$ cat src/hw/rtl/wpp_pkg.sv
// Shared types and constants for the WAV PCM16 stream parser.
// Holds the byte and result item structs, event and error codes, and tag bytes.
// No dependencies.
`default_nettype none

package wpp_pkg;

  // One byte of the file stream.
  typedef struct packed {
    logic [7:0] data_byte;
    logic       first_byte;
    logic       last_byte;
  } in_t;

  // One result item.
  typedef struct packed {
    logic [1:0]         event_res;
    logic signed [15:0] sample_value;
    logic [15:0]        channel_index;
    logic [31:0]        rate_hz;
    logic [15:0]        channel_count;
    logic [30:0]        frame_count;
    logic [2:0]         error_code;
    logic               last;
  } res_t;

  // Up to two results made by one accepted byte, in order.
  typedef struct packed {
    logic [1:0] count;
    res_t       r0;
    res_t       r1;
  } push_t;

  // Event codes.
  localparam logic [1:0] EV_SAMPLE  = 2'd0;
  localparam logic [1:0] EV_SUMMARY = 2'd1;
  localparam logic [1:0] EV_ERROR   = 2'd2;

  // Error codes.
  localparam logic [2:0] ERR_HEADER    = 3'd0;
  localparam logic [2:0] ERR_FMT_SHORT = 3'd1;
  localparam logic [2:0] ERR_FORMAT    = 3'd2;
  localparam logic [2:0] ERR_DATA_SHORT = 3'd3;
  localparam logic [2:0] ERR_NO_DATA   = 3'd4;

  // Tags and chunk ids (ids as little-endian words).
  localparam logic [7:0]  TAG_RIFF [4] = '{8'h52, 8'h49, 8'h46, 8'h46};
  localparam logic [7:0]  TAG_WAVE [4] = '{8'h57, 8'h41, 8'h56, 8'h45};
  localparam logic [31:0] ID_FMT  = 32'h2074_6D66;
  localparam logic [31:0] ID_DATA = 32'h6174_6164;
  localparam logic [31:0] FMT_BODY = 32'd16;
  localparam logic [15:0] FMT_PCM = 16'd1;
  localparam logic [15:0] PCM_BITS = 16'd16;

  // Result queue depth.
  localparam int QUEUE_DEPTH = 4;

endpackage

`default_nettype wire

$ cat src/hw/rtl/wav_pcm16_stream_parser_top.sv
// Results: the results of an accepted byte are written into the result queue and are
// offered from it in order, the first result of a pair ahead of the second.
// Throughput: one byte per cycle; a byte may yield up to two results, held in a
// four-entry result queue, and the byte side stalls while fewer than two entries are free.
// Reset: synchronous; parsing returns to expecting the RIFF tag and the queue empties.
// Depends on wpp_pkg, wpp_core and wpp_fifo.
`default_nettype none

module wav_pcm16_stream_parser_top (
  input  wire logic          clk,
  input  wire logic          rst,
  input  wire logic          byte_valid,
  output logic               byte_stall,
  input  wpp_pkg::in_t       byte_item,
  output logic               result_valid,
  input  wire logic          result_stall,
  output wpp_pkg::res_t      result_item
);
  import wpp_pkg::*;

  push_t push;
  logic  accept;

  assign accept = byte_valid && !byte_stall;

  // Byte decode and parse state.
  wpp_core u_core (
    .clk    (clk),
    .rst    (rst),
    .accept (accept),
    .item   (byte_item),
    .push   (push)
  );

  // Result queue between decode and the result port.
  wpp_fifo u_fifo (
    .clk   (clk),
    .rst   (rst),
    .push  (push),
    .full  (byte_stall),
    .valid (result_valid),
    .stall (result_stall),
    .item  (result_item)
  );

endmodule

`default_nettype wire

$ cat src/hw/rtl/wpp_core.sv
// Parse state and per-byte decode for the WAV PCM16 stream parser.
// Each accepted byte updates the parse registers and yields up to two results.
// Depends on wpp_pkg.
`default_nettype none

module wpp_core (
  input  wire logic          clk,
  input  wire logic          rst,
  input  wire logic          accept,
  input  wpp_pkg::in_t       item,
  output wpp_pkg::push_t     push
);
  import wpp_pkg::*;

  typedef enum logic [2:0] {
    PH_HEAD, PH_CHDR, PH_FMT, PH_SKIP, PH_PAD, PH_DATA, PH_DONE
  } phase_t;

  phase_t      phase, phase_next;
  logic [4:0]  bcnt, bcnt_next;
  logic [31:0] fshift, fshift_next;
  logic [31:0] clen, clen_next;
  logic [31:0] drem, drem_next;
  logic [15:0] ftag, ftag_next;
  logic [15:0] chans, chans_next;
  logic [31:0] rate, rate_next;
  logic [15:0] sbits, sbits_next;
  logic        fseen, fseen_next;
  logic [7:0]  lowb, lowb_next;
  logic [15:0] chpos, chpos_next;
  logic [30:0] frames, frames_next;

  logic        end_valid;
  res_t        end_res;
  logic        sample_valid;
  res_t        sample_res;

  // Byte decode: a first byte starts from cleared state, then the phase acts on it.
  always_comb begin
    phase_t      c_phase;
    logic [4:0]  c_bcnt;
    logic [31:0] c_fshift, c_clen, c_drem, c_rate;
    logic [15:0] c_ftag, c_chans, c_sbits, c_chpos, pos1;
    logic        c_fseen;
    logic [7:0]  c_lowb, b;
    logic [30:0] c_frames;
    logic        proc_end;
    res_t        proc_res;

    b        = item.data_byte;
    c_phase  = item.first_byte ? PH_HEAD : phase;
    c_bcnt   = item.first_byte ? '0 : bcnt;
    c_fshift = item.first_byte ? '0 : fshift;
    c_clen   = item.first_byte ? '0 : clen;
    c_drem   = item.first_byte ? '0 : drem;
    c_ftag   = item.first_byte ? '0 : ftag;
    c_chans  = item.first_byte ? '0 : chans;
    c_rate   = item.first_byte ? '0 : rate;
    c_sbits  = item.first_byte ? '0 : sbits;
    c_fseen  = item.first_byte ? 1'b0 : fseen;
    c_lowb   = item.first_byte ? '0 : lowb;
    c_chpos  = item.first_byte ? '0 : chpos;
    c_frames = item.first_byte ? '0 : frames;
    pos1     = c_chpos + 16'd1;

    phase_next  = c_phase;
    bcnt_next   = c_bcnt;
    fshift_next = c_fshift;
    clen_next   = c_clen;
    drem_next   = c_drem;
    ftag_next   = c_ftag;
    chans_next  = c_chans;
    rate_next   = c_rate;
    sbits_next  = c_sbits;
    fseen_next  = c_fseen;
    lowb_next   = c_lowb;
    chpos_next  = c_chpos;
    frames_next = c_frames;

    proc_end     = 1'b0;
    proc_res     = '0;
    sample_valid = 1'b0;
    sample_res   = '0;

    unique case (c_phase)
      // RIFF tag, size bytes, WAVE tag.
      PH_HEAD: begin
        if ((c_bcnt < 5'd4 && b != TAG_RIFF[c_bcnt[1:0]]) ||
            (c_bcnt >= 5'd8 && b != TAG_WAVE[c_bcnt[1:0]])) begin
          proc_end            = 1'b1;
          proc_res.event_res  = EV_ERROR;
          proc_res.error_code = ERR_HEADER;
          phase_next          = PH_DONE;
        end else if (c_bcnt >= 5'd11) begin
          phase_next  = PH_CHDR;
          bcnt_next   = '0;
          fshift_next = '0;
          clen_next   = '0;
        end else begin
          bcnt_next = c_bcnt + 5'd1;
        end
      end
      // Chunk header: id then length, both little-endian.
      PH_CHDR: begin
        if (c_bcnt < 5'd4) begin
          fshift_next[8*c_bcnt[1:0] +: 8] = b;
        end else begin
          clen_next[8*c_bcnt[1:0] +: 8] = b;
        end
        bcnt_next = c_bcnt + 5'd1;
        if (c_bcnt == 5'd7) begin
          bcnt_next = '0;
          if (c_fshift == ID_FMT) begin
            phase_next = PH_FMT;
            ftag_next  = '0;
            chans_next = '0;
            rate_next  = '0;
            sbits_next = '0;
          end else if (c_fshift == ID_DATA) begin
            if (!c_fseen || c_ftag != FMT_PCM || c_sbits != PCM_BITS ||
                c_chans == 16'd0) begin
              proc_end            = 1'b1;
              proc_res.event_res  = EV_ERROR;
              proc_res.error_code = ERR_FORMAT;
              phase_next          = PH_DONE;
            end else begin
              phase_next  = PH_DATA;
              drem_next   = clen_next;
              chpos_next  = '0;
              frames_next = '0;
              if (clen_next == 32'd0) begin
                proc_end               = 1'b1;
                proc_res.event_res     = EV_SUMMARY;
                proc_res.rate_hz       = c_rate;
                proc_res.channel_count = c_chans;
                proc_res.frame_count   = '0;
                phase_next             = PH_DONE;
              end
            end
          end else begin
            drem_next = clen_next;
            if (clen_next == 32'd0) begin
              phase_next  = PH_CHDR;
              fshift_next = '0;
              clen_next   = '0;
            end else begin
              phase_next = PH_SKIP;
            end
          end
        end
      end
      // Format body: sixteen bytes are read, and any longer body is skipped.
      PH_FMT: begin
        if (c_bcnt < 5'd2) begin
          ftag_next[8*c_bcnt[0] +: 8] = b;
        end else if (c_bcnt < 5'd4) begin
          chans_next[8*c_bcnt[0] +: 8] = b;
        end else if (c_bcnt < 5'd8) begin
          rate_next[8*c_bcnt[1:0] +: 8] = b;
        end else if (c_bcnt >= 5'd14) begin
          sbits_next[8*c_bcnt[0] +: 8] = b;
        end
        bcnt_next = c_bcnt + 5'd1;
        if (c_bcnt == 5'd15) begin
          fseen_next = 1'b1;
          if (c_clen > FMT_BODY) begin
            drem_next  = c_clen - FMT_BODY;
            clen_next  = '0;
            phase_next = PH_SKIP;
          end else begin
            phase_next  = PH_CHDR;
            bcnt_next   = '0;
            fshift_next = '0;
            clen_next   = '0;
          end
        end
      end
      // Skipped chunk body, then a pad byte when an unknown chunk's length is odd.
      PH_SKIP: begin
        drem_next = c_drem - 32'd1;
        if (drem_next == 32'd0) begin
          if (c_clen[0]) begin
            phase_next = PH_PAD;
          end else begin
            phase_next  = PH_CHDR;
            bcnt_next   = '0;
            fshift_next = '0;
            clen_next   = '0;
          end
        end
      end
      PH_PAD: begin
        phase_next  = PH_CHDR;
        bcnt_next   = '0;
        fshift_next = '0;
        clen_next   = '0;
      end
      // Sample data: low byte held, high byte completes a sample.
      PH_DATA: begin
        if (!c_bcnt[0]) begin
          lowb_next = b;
        end else begin
          sample_valid             = 1'b1;
          sample_res.event_res     = EV_SAMPLE;
          sample_res.sample_value  = {b, c_lowb};
          sample_res.channel_index = c_chpos;
          if (pos1 >= c_chans) begin
            chpos_next  = '0;
            frames_next = c_frames + 31'd1;
          end else begin
            chpos_next = pos1;
          end
        end
        bcnt_next = {4'd0, ~c_bcnt[0]};
        drem_next = c_drem - 32'd1;
        if (drem_next == 32'd0) begin
          proc_end               = 1'b1;
          proc_res.event_res     = EV_SUMMARY;
          proc_res.rate_hz       = c_rate;
          proc_res.channel_count = c_chans;
          proc_res.frame_count   = frames_next;
          phase_next             = PH_DONE;
        end
      end
      default: begin
      end
    endcase

    // End of file before a summary or error: report by where parsing stopped.
    end_valid = proc_end;
    end_res   = proc_res;
    if (!proc_end && item.last_byte && phase_next != PH_DONE) begin
      end_valid         = 1'b1;
      end_res           = '0;
      end_res.event_res = EV_ERROR;
      priority if (phase_next == PH_HEAD) begin
        end_res.error_code = ERR_HEADER;
      end else if (phase_next == PH_FMT) begin
        end_res.error_code = ERR_FMT_SHORT;
      end else if (phase_next == PH_DATA) begin
        end_res.error_code = ERR_DATA_SHORT;
      end else begin
        end_res.error_code = ERR_NO_DATA;
      end
      phase_next = PH_DONE;
    end
  end

  // Order the results and mark the final one.
  always_comb begin
    push = '0;
    if (accept) begin
      push.count = {1'b0, sample_valid} + {1'b0, end_valid};
    end
    push.r0      = sample_valid ? sample_res : end_res;
    push.r0.last = !(sample_valid && end_valid);
    push.r1      = end_res;
    push.r1.last = 1'b1;
  end

  // Parse state registers.
  always_ff @(posedge clk) begin
    if (rst) begin
      phase  <= PH_HEAD;
      bcnt   <= '0;
      fshift <= '0;
      clen   <= '0;
      drem   <= '0;
      ftag   <= '0;
      chans  <= '0;
      rate   <= '0;
      sbits  <= '0;
      fseen  <= 1'b0;
      lowb   <= '0;
      chpos  <= '0;
      frames <= '0;
    end else if (accept) begin
      phase  <= phase_next;
      bcnt   <= bcnt_next;
      fshift <= fshift_next;
      clen   <= clen_next;
      drem   <= drem_next;
      ftag   <= ftag_next;
      chans  <= chans_next;
      rate   <= rate_next;
      sbits  <= sbits_next;
      fseen  <= fseen_next;
      lowb   <= lowb_next;
      chpos  <= chpos_next;
      frames <= frames_next;
    end
  end

  // A summary or an error always closes the file.
  a_end_closes: assert property (@(posedge clk) disable iff (rst)
    (accept && end_valid) |=> (phase == PH_DONE))
    else $error("parser left open after summary or error");

  // In the data body the counter only toggles between low and high byte.
  a_data_toggle: assert property (@(posedge clk) disable iff (rst)
    (phase == PH_DATA) |-> (bcnt <= 5'd1))
    else $error("byte counter out of range in data body");

  // Two results from one byte always lead with a sample.
  a_pair_order: assert property (@(posedge clk) disable iff (rst)
    (push.count == 2'd2) |-> (push.r0.event_res == EV_SAMPLE && push.r1.last))
    else $error("result pair out of order");

endmodule

`default_nettype wire

$ cat src/hw/rtl/wpp_fifo.sv
// Result queue for the WAV PCM16 stream parser.
// Takes up to two results per cycle, hands out one per cycle while not stalled. Depends on wpp_pkg.
`default_nettype none

module wpp_fifo (
  input  wire logic          clk,
  input  wire logic          rst,
  input  wpp_pkg::push_t     push,
  output logic               full,
  output logic               valid,
  input  wire logic          stall,
  output wpp_pkg::res_t      item
);
  import wpp_pkg::*;

  localparam int PtrW = $clog2(QUEUE_DEPTH);
  localparam int CntW = $clog2(QUEUE_DEPTH + 1);

  res_t            mem [QUEUE_DEPTH];
  logic [PtrW-1:0] wr_ptr, rd_ptr;
  logic [CntW-1:0] count, count_next;
  logic            pop;

  // Room for a full pair is kept before another byte is taken.
  assign full  = count > CntW'(QUEUE_DEPTH - 2);
  assign valid = count != '0;
  assign item  = mem[rd_ptr];
  assign pop   = valid && !stall;
  assign count_next = count + CntW'(push.count) - CntW'(pop);

  // Entry storage.
  always_ff @(posedge clk) begin
    if (push.count != 2'd0) begin
      mem[wr_ptr] <= push.r0;
    end
    if (push.count == 2'd2) begin
      mem[wr_ptr + PtrW'(1)] <= push.r1;
    end
  end

  // Pointers and fill count.
  always_ff @(posedge clk) begin
    if (rst) begin
      wr_ptr <= '0;
      rd_ptr <= '0;
      count  <= '0;
    end else begin
      wr_ptr <= wr_ptr + PtrW'(push.count);
      rd_ptr <= rd_ptr + PtrW'(pop);
      count  <= count_next;
    end
  end

  a_no_overflow: assert property (@(posedge clk) disable iff (rst)
    count <= CntW'(QUEUE_DEPTH))
    else $error("result queue overflow");

  a_push_room: assert property (@(posedge clk) disable iff (rst)
    (push.count != 2'd0) |-> (count <= CntW'(QUEUE_DEPTH - 2)))
    else $error("push into queue without room");

  a_drain: assert property (@(posedge clk) disable iff (rst)
    (valid && !stall && push.count == 2'd0) |=> (count == $past(count) - CntW'(1)))
    else $error("queue count did not drop on pop");

endmodule

`default_nettype wire
$ cat config.mk
export PLATFORM = sky130hd
export DESIGN_NAME = wav_pcm16_stream_parser_top
export DESIGN_NICKNAME = d
export VERILOG_FILES = /design/src/hw/rtl/wpp_pkg.sv /design/src/hw/rtl/wav_pcm16_stream_parser_top.sv /design/src/hw/rtl/wpp_core.sv /design/src/hw/rtl/wpp_fifo.sv
export SDC_FILE = /design/constraint.sdc
export NUM_CORES = 2
export LEC_CHECK = 0
export ABC_CLOCK_PERIOD_IN_PS = 22400
export BUFFER_PORTS_ARGS = -buffer_cell sky130_fd_sc_hd__buf_4
export CAP_MARGIN = 20
export CORE_MARGIN = 3
export CORE_UTILIZATION = 35
export CTS_BUF_LIST = sky130_fd_sc_hd__clkbuf_8
export DETAILED_ROUTE_END_ITERATION = 8
export MAX_ROUTING_LAYER = met4
export PLACE_DENSITY = 0.61
export SYNTH_ARGS = -nofsm -noshare
export SYNTH_HDL_FRONTEND = slang
export SYNTH_HIERARCHICAL = 1
export SYNTH_SLANG_ARGS = --single-unit
$ cat constraint.sdc
create_clock -name clk -period 22.4 [get_ports clk]
set_clock_uncertainty 0.1 [all_clocks]
set_input_delay 2.24 -clock clk [delete_from_list [all_inputs] [get_ports clk]]
set_output_delay 2.24 -clock clk [all_outputs]
set_load 0.05 [all_outputs]
# Word-level counts from Yosys, hierarchy flattened
# Memory sizes are Yosys's and may differ from the RTL's. A register that Yosys moved wholly into a read port is not among the register bits.
# Cells that the tools add are included.
# word_totals
register_bits,247
ramBits,468
input_bits,14
output_inout_bits,119
word_cells,247
mem_count,1
# classes
n_addsub,13
magnitude_cmp,10
eq_ne,17
n_shift,4
muxes,160
bitwise_logic,2
reduce_logical,24
# mem_list
memory,depth,width,rd,rd_clocked_by_memory_dff,wr,line,rtl
u_fifo.mem,4,117,1,1,2,wpp_fifo.sv:19,res_t mem [QUEUE_DEPTH];
# ops
cell,n
2-to-1 mux 32 bit,38
2-to-1 mux 16 bit,23
case mux 32 bit (5 select lines),2
2-to-1 mux 82 bit,3
2-to-1 mux 79 bit,3
2-to-1 mux 117 bit,2
2-to-1 mux 31 bit,7
case mux 79 bit (2 select lines),1
case mux 16 bit (2 select lines),4
bitwise mux 32 bit,3
case mux 32 bit (3 select lines),1
zero test 32 bit,2
case mux 32 bit (2 select lines),1
case mux 31 bit (2 select lines),1
2-to-1 mux 8 bit,7
bitwise mux 16 bit,3
2-to-1 mux 3 bit,16
2-to-1 mux 5 bit,8
2-to-1 mux 34 bit,1
negation 4 -> 34 bit,1
negation 5 -> 34 bit,1
"variable shift 8 x 34 -> 16 bit, first input constant",1
"variable shift 8 x 34 -> 32 bit, first input constant",1
variable part select 8 x 34 -> 16 bit,1
49 further kinds,99

# Longest topological paths before layout
# depth
depth_word,22
mapped_depth,32
ltp_nobuf,25

# Modules after synthesis
# The synthesis kept the hierarchy.
# modules_own_cells
mod,instances,cells_per_inst,area_per_inst_um2,seq_area_each_um2
wpp_fifo,1,1181,22835.7,14193.6
wpp_core,1,2192,16190.5,4804.6
wav_pcm16_stream_parser_top,1,1,13.8,0.0

# Least setup slack after synthesis
# No wires, ideal clock.
# synth_timing
path_kind,input to register
startpoint,input byte_item[1] (netlist name)
endpoint,"memory u_fifo/mem[0][0] (netlist name), enable pin"
setup_time_ns,0.764
arrival_ns,15.858
t_required_ns,21.536
slack_ns,5.678
stages,22
n_path_buf,6
path_cell_list,clkinv_1 -> clkbuf_1 -> buf_1 -> buf_1 -> buf_1 -> buf_1 -> nand2_1 -> ha_1 -> and4_1 -> a211oi_1 -> a311oi_1 -> or4_1 -> or4_1 -> or3_1 -> buf_6 -> nor3b_4 -> o31ai_1 -> nand2_1 -> ha_1 -> and2_1 -> nor2_1 -> o31ai_1
# synth_lines
element,line,rtl
"start, declared",wav_pcm16_stream_parser_top.sv:14,"input wpp_pkg::in_t byte_item,"
"end, declared",wpp_fifo.sv:19,

==> metrics.md <==
| Metric | Value |
|---|---|
| Busiest grt layer | `met2` |
| GR Util met3 | `2.791%` |
| CTS tree | `yes` |
| Clock tree sinks | `715` |
| Maximum VDD drop | `0.00005153 V` |
| CTS buffer count | `115` |
| Drt via density | `5.656` |
| Part of the cycle the worst path needs | `44.75%` |
| Nets@finish | `3485` |
| Top post-synthesis cells by area | `edfxtp_1 (36%), dfxtp_1 (13%), mux2_2 (13%), mux4_2 (6.7%), nor2_1 (3.1%)` |
| Max-slew headroom | `21.26%` |
| Yosys synthesis warning count | `6` |
| Fin crit period | `10.02 ns` |
| Initial DRC Count | `2582` |
| Asr flop ratio synth | `0%` |
| Final setup viols | `0` |
| Net Sw Frac | `35.65%` |
| Setup TNS | `0 ns` |
| Rows | `121` |
| DRC Markers | `0` |
| Worst Hold Class | `reg2reg` |
| Final Slew Violations | `0` |
| Top-area cell type share of the netlist area | `36.00%` |
| # hold bufs at CTS | `0` |
| Most common cell after layout, fill and taps aside | `edfxtp_1` |
| Dpl hpwl | `70920 um` |
| Leak | `15.52 nW` |
| All-Layer GR Usage | `19.62%` |
| Clk root buf | `clkbuf_8` |
| Chip height | `340.0 um` |
| Routability cong. | `0.9399` |
| Met1 layer usage reported by global route | `25.68%` |
| Most frequent cells in the layout | `edfxtp_1 (468), mux2_2 (438), nor2_1 (320), dfxtp_1 (245), nand2_1 (216)` |
| Top_reg_cell synth | `edfxtp_1` |
| Remaining antenna violation count | `0` |
| Number of H-tree levels | `3` |
| CTS clk-pin slew, worst paths | `0.06 ns` |
| Total global routing overflow | `0` |
| Critical path class | `in2reg` |
| Area grow syn2layout | `11.33%` |
| Syn Area/Cell | `11.57 um2` |
| IO Port Bufs | `132` |
| Power Dens Cells | `87.88 nW/um2` |
| Area of the die | `115600 um2` |
| Clock power share | `29.3%` |
| Psw | `0.001362 W` |
| Largest net degree at the start of global routing | `118` |
| Power Internal | `0.002458 W` |
| Die Wd | `340.0 um` |
| Reg power frac | `41.0%` |
| Endpoint class of the critical path | `flip-flop` |
| Worst EP arrival | `10.28 ns` |
| Outcome | `finished clean` |
| Fin. Hold Viols | `0` |
| Core Area | `109800 um2` |
| Post_cts resized | `0` |
| Logic pwr share | `29.7%` |
| DRT Wirelength | `112800 um` |
| WP data required | `22.66 ns` |
| Number of enable flip-flop cells after synthesis | `468` |
| Yosys cell types | `95` |
| RSZ-0062 raised after global routing | `false` |
| DRT Pass-1 Iters | `6` |
| Fin Hold WS | `0.3543 ns` |
| Seq/Total Area, Yosys | `48.66%` |
| Synth area leader | `edfxtp_1` |
| Peak Freq | `0.09976 GHz` |
| Reg-to-reg slack, setup | `14.04 ns` |
| Routed WL per cell | `22.52 um` |
| Tightest Pin Transition | `1.178 ns` |
| Initial antenna violation count | `5` |
| Post CTS Setup Buffer Count | `0` |
| Share of cells above drive strength 1 | `26.57%` |
| Critical Path Start Type | `input port` |
| I/O Pins | `133` |
| Clk Latency, worst-skew pair | `0.75 ns` |
| Post-Synthesis Cells | `3374` |
| Vias in the first global route | `28190` |
| First-pass GRT wire length | `173900 um` |
| Clk buf depth | `3` |
| Vias post-DR | `28330` |
| Post-Synthesis Cell Area | `39040 um2` |
| Grt met2 use | `31.44%` |
| Initial Utilization | `35.57%` |
| Worst-path maximum fanout | `103` |
| Number of max-cap violations | `0` |
| Register bit total from synthesis | `715` |
-- power by group through the flow --
| stage | sequential [W] | combinational [W] | clock (W) |
|---|---|---|---|
| after floorplan | 0.00158 | 0.000819 | 0 |
| after global placement | 0.00159 | 0.00114 | 0 |
| after detailed placement | 0.00159 | 0.00114 | 0 |
| after CTS | 0.00157 | 0.00115 | 0.00115 |
| after global routing | 0.00158 | 0.00119 | 0.00121 |
| final | 0.00156 | 0.00114 | 0.00112 |
-- worst paths after layout --
check,from,end,cells past startpoint
worst max register to register,u_core/drem[2],u_fifo/mem[2][68],18
worst min register to register,u_core/fshift[18],u_core/fshift[18],1
worst min-delay path,u_core/fshift[18],u_core/fshift[18],1
worst max-delay path,byte_item[1],u_fifo/mem[2][68],20
-- worst max-delay path, cell delays in order --
cell	delay (ns)
buf_4	0.41
buf_12	0.43
nor2b_4	0.07
inv_1	0.58
ha_1	0.40
nor2b_1	0.20
nand2_1	0.33
a31oi_1	0.65
or4b_1	0.59
nor2_1	0.22
o221ai_1	0.30
o31ai_1	0.47
nand2_1	0.11
ha_1	0.31
and2_1	0.22
nand2b_2	0.27
nor3b_2	0.18
buf_4	0.81
o21bai_4	0.46
buf_4	0.78
-- per-stage QoR --
stage / instance area (um2) / power (W) / util [%] / setup slack [ns] / std cells
6_report: 43460 / 0.003820 / 39.60 / 12.38 / 5008
2_1_floorplan: 39160 / 0.002404 / - / 5.678 / 3405
3_3_place_gp: 41150 / 0.002736 / 37.49 / 11.89 / 4788
4_1_cts: 43440 / 0.003865 / 39.58 / 12.56 / 5002
3_5_place_dp: 41150 / 0.002738 / 37.49 / 11.76 / 4788
5_1_grt: 43460 / 0.003977 / 39.60 / 11.95 / 5007
-- synth_stat cells (all sizes together), types with 9 or more instances --
cell and n:
nor2 324, xnor2 46, ha 40, a211oi 10, clkbuf 149, a311oi 11, edfxtp 468, mux4 117
buf 121, a22oi 66, mux2 469, nand2b 15, nor4 40, mux2i 14, inv 23, or3 22
o21ai 120, a31oi 21, dfxtp 247, and3 59, a21oi 122, nor3 73, a22o 18, and2 109
o2bb2ai 54, and4 9, nand3b 10, o21a 12, o2111ai 10, o31ai 9, nor2b 47, nand2 216
a32oi 26, a21o 22, xor2 30, o211ai 13, nand4 27, or4 9, nand3 55
-- area by class of cell --
class	instances	area (um2)
clock buffer	140	1927
multi-input combinational	2396	18850
antenna	5	12.51
fill	10520	66300
inverter	24	90.09
timing repair buffer	178	1365
tap	1476	1847
clock inverter	74	370.4
sequential	715	19010
-- cells by family (layout without fill, tap and decap cells) --
family	after synthesis	after routing	synth area share (%)
simple gates	1060	1060	13.75
flops	715	715	48.66
mux	600	600	20.64
compound gates	586	586	10.29
buf+inv	294	416	3.606
xor+xnor	76	76	1.705
fa+ha+maj	41	41	1.333
other cells	2	38	0.01924
-- sequential cells by signal, indices dropped and copies added (netlist names), 3 cells and up --
signal / count
u_core/lowb: 8
u_core/ftag: 16
u_core/phase: 3
u_core/clen: 32
u_core/drem: 32
u_core/chans: 16
u_core/sbits: 16
u_core/frames: 31
u_fifo/count: 3
u_fifo/mem: 468
u_core/chpos: 16
u_core/rate: 32
u_core/bcnt: 5
u_core/fshift: 32
-- metal layers --
metal	vias to the layer above	share of wire, %
li1	12940	-
met1	14200	43
met2	984	48
met3	204	5.8
met4	0	2.7
met5	-	0
No activity file was read; power rests on OpenSTA's default activity.
